$ cat src/bblc_pkg.sv
// types, codes and helpers of the byte budget cache directory
`default_nettype none
package bblc_pkg;
	localparam int KEY_W = 256;
	localparam int SIZE_W = 36;
	localparam int BYTES_W = 40;
	localparam int CNT_W = 48;
	localparam logic [BYTES_W-1:0] DEFAULT_BUDGET = 40'd209715200;
	localparam logic [CNT_W-1:0] CNT_MAX = '1;

	typedef enum logic [2:0] {
		ACT_LOOKUP = 3'd0,
		ACT_PEEK = 3'd1,
		ACT_STORE = 3'd2,
		ACT_REMOVE = 3'd3,
		ACT_CLEAR = 3'd4,
		ACT_RESET_CNT = 3'd5
	} action_t;

	typedef enum logic [2:0] {
		ST_OK = 3'd0,
		ST_MISS = 3'd1,
		ST_SMALL = 3'd2,
		ST_REFUSED = 3'd3,
		ST_INVALID = 3'd4,
		ST_EVICT = 3'd5
	} status_t;

	typedef enum logic [2:0] {
		S_IDLE,
		S_MATCH,
		S_DECIDE,
		S_SCAN,
		S_EVAL
	} state_t;

	typedef struct packed {
		logic [2:0] action;
		logic [63:0] key_w0;
		logic [63:0] key_w1;
		logic [63:0] key_w2;
		logic [63:0] key_w3;
		logic [15:0] token_count;
		logic [15:0] embed_width;
		logic [31:0] capacity_values;
	} req_t;

	typedef struct packed {
		logic [2:0] status;
		logic [15:0] found_tokens;
		logic [15:0] found_width;
		logic evicted;
		logic [63:0] victim_w0;
		logic [63:0] victim_w1;
		logic [63:0] victim_w2;
		logic [63:0] victim_w3;
		logic [BYTES_W-1:0] bytes_in_use;
		logic [CNT_W-1:0] hit_total;
		logic [CNT_W-1:0] miss_total;
		logic last;
	} rsp_t;

	typedef struct packed {
		logic write;
		logic set_stamp;
		logic invalidate;
		logic clear_all;
		logic [KEY_W-1:0] key;
		logic [SIZE_W-1:0] size;
		logic [15:0] tokens;
		logic [15:0] width;
		logic [CNT_W-1:0] stamp;
	} cell_ctl_t;

	function automatic logic [CNT_W-1:0] sat_inc(input logic [CNT_W-1:0] v);
		return (v == CNT_MAX) ? v : v + 1'b1;
	endfunction
endpackage
`default_nettype wire

$ cat src/bblc_cell.sv
// one directory entry with its key compare and first-match and first-free chains
`default_nettype none
module bblc_cell import bblc_pkg::*; (
	input wire logic clk,
	input wire logic arst_n,
	input wire cell_ctl_t ctl,
	input wire logic sel,
	input wire logic [KEY_W-1:0] look_key,
	input wire logic seen_in,
	input wire logic free_in,
	output logic seen_out,
	output logic free_out,
	output logic first_hit,
	output logic first_free,
	output logic valid,
	output logic [KEY_W-1:0] key,
	output logic [SIZE_W-1:0] size,
	output logic [CNT_W-1:0] stamp,
	output logic [15:0] tokens,
	output logic [15:0] width
);
	logic valid_q;
	logic [KEY_W-1:0] key_q;
	logic [SIZE_W-1:0] size_q;
	logic [CNT_W-1:0] stamp_q;
	logic [15:0] tokens_q;
	logic [15:0] width_q;
	logic match;

	always_ff @(posedge clk or negedge arst_n) begin
		if (!arst_n) begin
			valid_q <= 1'b0;
		end else if (ctl.clear_all) begin
			valid_q <= 1'b0;
		end else if (sel && ctl.write) begin
			valid_q <= 1'b1;
		end else if (sel && ctl.invalidate) begin
			valid_q <= 1'b0;
		end
	end

	always_ff @(posedge clk) begin
		if (sel && ctl.write) begin
			key_q <= ctl.key;
			size_q <= ctl.size;
			tokens_q <= ctl.tokens;
			width_q <= ctl.width;
		end
		if (sel && (ctl.write || ctl.set_stamp)) begin
			stamp_q <= ctl.stamp;
		end
	end

	assign match = valid_q && (key_q == look_key);
	assign first_hit = match && !seen_in;
	assign seen_out = seen_in || match;
	assign first_free = !valid_q && !free_in;
	assign free_out = free_in || !valid_q;
	assign valid = valid_q;
	assign key = key_q;
	assign size = size_q;
	assign stamp = stamp_q;
	assign tokens = tokens_q;
	assign width = width_q;
endmodule
`default_nettype wire

$ cat config.mk
export PLATFORM = sky130hd
export DESIGN_NAME = bblc_cell
export DESIGN_NICKNAME = d
export VERILOG_FILES = /design/src/bblc_pkg.sv /design/src/bblc_cell.sv
export SDC_FILE = /design/constraint.sdc
export NUM_CORES = 1
export LEC_CHECK = 0
export ABC_AREA = 1
export BUFFER_PORTS_ARGS = -buffer_cell sky130_fd_sc_hd__buf_2
export CELL_PAD_IN_SITES_DETAIL_PLACEMENT = 0
export CELL_PAD_IN_SITES_GLOBAL_PLACEMENT = 1
export CORE_AREA = 2 2 397 399
export DETAILED_ROUTE_END_ITERATION = 10
export DIE_AREA = 0 0 399 401
export GPL_ROUTABILITY_DRIVEN = 0
export PLACE_DENSITY_LB_ADDON = 0.1
export SLEW_MARGIN = 0
export SYNTH_ARGS = -nofsm -noshare
export SYNTH_HDL_FRONTEND = slang
export SYNTH_SLANG_ARGS = --single-unit
$ cat constraint.sdc
create_clock -name clk -period 2.78 [get_ports clk]
set_input_delay 0.556 -clock clk [delete_from_list [all_inputs] [get_ports clk]]
set_output_delay 0.556 -clock clk [all_outputs]
set_load 0.02 [all_outputs]
==> metrics.txt <==
max cap viols 0; cells after synthesis 1438; Ys Warns 0; Rel. slew slack 0.637; initial antenna violation count 50; R2R setup slack 1.98 ns; share of the synthesized area in the top cell type 0.715; aggregate routed wire length 99500 µm; RSZ-0062 raised after global routing true; CTS H-Tree Depth 2; Num Clock Sinks 373; CTS Buf Count 56; Mapped Area 15600 µm²; Startpoint Class register; Synth area leader edfxtp_1; cell with the most instances after synthesis nand2_1; pwr dens 592 nW/µm²; Skew-Pair Late Insertion Delay 0.66 ns; syn_area_per_cell 10.9 µm²; Critical Path AT 2.63 ns; Placement Cell Area 24400 µm²; CP max-delay cell edfxtp_1; Setup crit end kind output pin; # setup viols final 2; Post-Layout Inst Area 28700 µm²; TritonCTS clock tree built; violated checks negative setup slack; DIE WIDTH 399 µm; Worst Path Required 2.22 ns; most used cell, CP nand2_1; post-DR wirelength/cell 20.0 µm; first-pass GRT wire length 133000 µm; clk buf depth 3; gr ovfl total 0; initial drt markers 534; top cells by area, synth edfxtp_1 (71%), nand2_1 (10%), inv_1 (6.5%), nor2_1 (4.3%), o21ai_0 (3.2%); CTS clk-pin slew, worst paths 0.06 ns; Die ar. 160000 µm²; Seq/Total Area, Yosys 0.717; Synthesized Nets 2075; synth cell count leaders nand2_1 (428), edfxtp_1 (372), inv_1 (271); Setup WS post-layout -0.411 ns; # rows 145; DR pass1 iterations 5; Port Buffer Count 1013; Die H 401 µm; vias in the first global route 16780; vias post-DR 15140; leak pwr 13.1 nW; area grow syn2layout 83.9%; Worst path max stage delay 0.42 ns; Top Ports 1014; CP top delay family simple AND/OR/NAND/NOR gates; number of vias per cell 3.04; largest net degree at the start of global routing 64; initial core utilization 0.100; Yosys cell types 15; Routed Antenna Nets 0; dpl hpwl 85400 µm; Crit Path Class reg2out; CP cell instances nand2_1 -> o21ai_0 -> nor2_2 -> nand2_1 -> nor2_1 -> buf_4 -> nand2_1 -> nor2_1 -> nand2_2 -> nor2_4 -> nand3_4 -> nor2_4 -> buf_6; HP Class in2reg; number of synthesized flops with an enable pin 372; final number of hold-violating endpoints 0; Max VDD drop 672 µV; Post-layout nets 3490; CP Max Fanout 3; DRC 0; Async SR Flop Fraction 0.00268; Buf/Inv on CP 2; outcome finished, violations left; Yosys reg bits 373; all-layer global routing usage 0.120; Top FF cell, synth edfxtp_1; fin crit share 1.15; fmax 313 MHz; clk_skew 0 ns; Worst-Margin Slew 0.539 ns; CTS root buffer clkbuf_16; minimum clock period 3.19 ns; Final Max Tran Viols 0; share of cells above drive strength 1 0.445; final core occ 0.185; core area 156000 µm²
layout by cell type (no fill, tap or decap), types with 2 or more instances in the layout:
cell type / Yosys / final
xor2_1: 20 / 20
diode_2: 0 / 24
edfxtp_1: 372 / 372
inv_2: 0 / 5
buf_4: 0 / 117
buf_2: 0 / 1011
nand2_2: 0 / 17
nor2_4: 0 / 13
o21ai_0: 99 / 82
o22ai_1: 11 / 11
nand2_1: 428 / 402
clkbuf_16: 0 / 57
buf_12: 0 / 11
clkinv_1: 0 / 16
nor2_2: 3 / 18
xnor2_1: 27 / 27
nor2_1: 180 / 152
buf_6: 0 / 6
inv_1: 271 / 265
clkinv_16: 0 / 2
clkinvlp_4: 0 / 4
bufinv_16: 0 / 6
nand3_1: 3 / 3
dlygate4sd3_1: 0 / 212
o21ai_1: 12 / 26
clkinv_2: 0 / 8
clkbuf_1: 0 / 9
nand2_4: 0 / 8
o21ai_2: 0 / 2
nor3_1: 9 / 8
final cells by class:
class	count	area, µm²
Sequential cell	373	11200
Tap cell	2058	2570
Clock inverter	37	380
Timing Repair Buffer	1357	8350
Inverter	271	1020
Multi-Input combinational cell	794	3700
Fill cell	17582	127000
Antenna cell	24	60.1
Clock buffer	66	1460
sequential cells by signal, summed over array words and instances, names as in the netlist:
| name | count |
|---|---|
| key | 256 |
| stamp | 48 |
| size | 36 |
| tokens | 16 |
| width | 16 |
| valid | 1 |
worst register-to-register path: stages, from the launching register on:
cell	delay, ns
dfrtp_1	0.34
buf_4	0.16
nand2_1	0.07
a21oi_1	0.15
metrics by stage:
stage	worst slack [ns]	cells	setup TNS [ns]	hold slack (ns)	total power, mW
floorplan	-3.07	1438	-996.12	0.260	8.03
detailed placement	-0.702	4632	-1.31	0.335	9.66
CTS	-0.616	4950	-1.23	0.0000215	17.5
global placement	-0.662	4632	-1.23	0.337	9.67
finish	-0.411	4980	-0.821	0.0790	17.0
global route	-0.578	4970	-1.15	0.0200	17.8
worst paths after layout:
| kind | endpoint | cells after the start | startpoint |
|---|---|---|---|
| worst min register to register | valid | 3 | valid |
| worst max-delay path | first_hit | 13 | key[113] |
| worst min-delay path | key[118] | 1 | ctl[234] |
| max in group asynchronous | valid | 2 | arst_n |
| min in group asynchronous | valid | 2 | arst_n |
| worst max register to register | valid | 3 | valid |
where the power goes:
part / switching, mW / internal (mW) / leakage (nW)
logic: 1.65 / 1.16 / 8.74
registers: 0.244 / 6.66 / 3.52
clock network: 2.99 / 4.29 / 0.886
what timing repair did:
item                                    4_1_cts  5_1_grt
resized for setup                            74       34
hold buffers                                212        0
endpoints found under the setup margin        2        2
hold endpoints to repair                    212        0
buffers inserted                              4        8
pin swaps                                    19       29
gates cloned                                  0        0
layer usage:
layer  track usage  routed length [µm]  vias up
met4        0.0280                2000       40
met5             0                 253        -
met3        0.0466                8810      141
met2         0.225               52100      629
li1              -                   -     7509
met1         0.122               36300     6821
cells by family after synthesis:
family | count (synthesis) | share of synthesized area
simple gates | 624 | 0.152
flops | 373 | 0.717
buf+inv | 271 | 0.0651
compound gates | 123 | 0.0403
xor+xnor | 47 | 0.0263
Note: power is estimated with default switching activity, not from simulation.
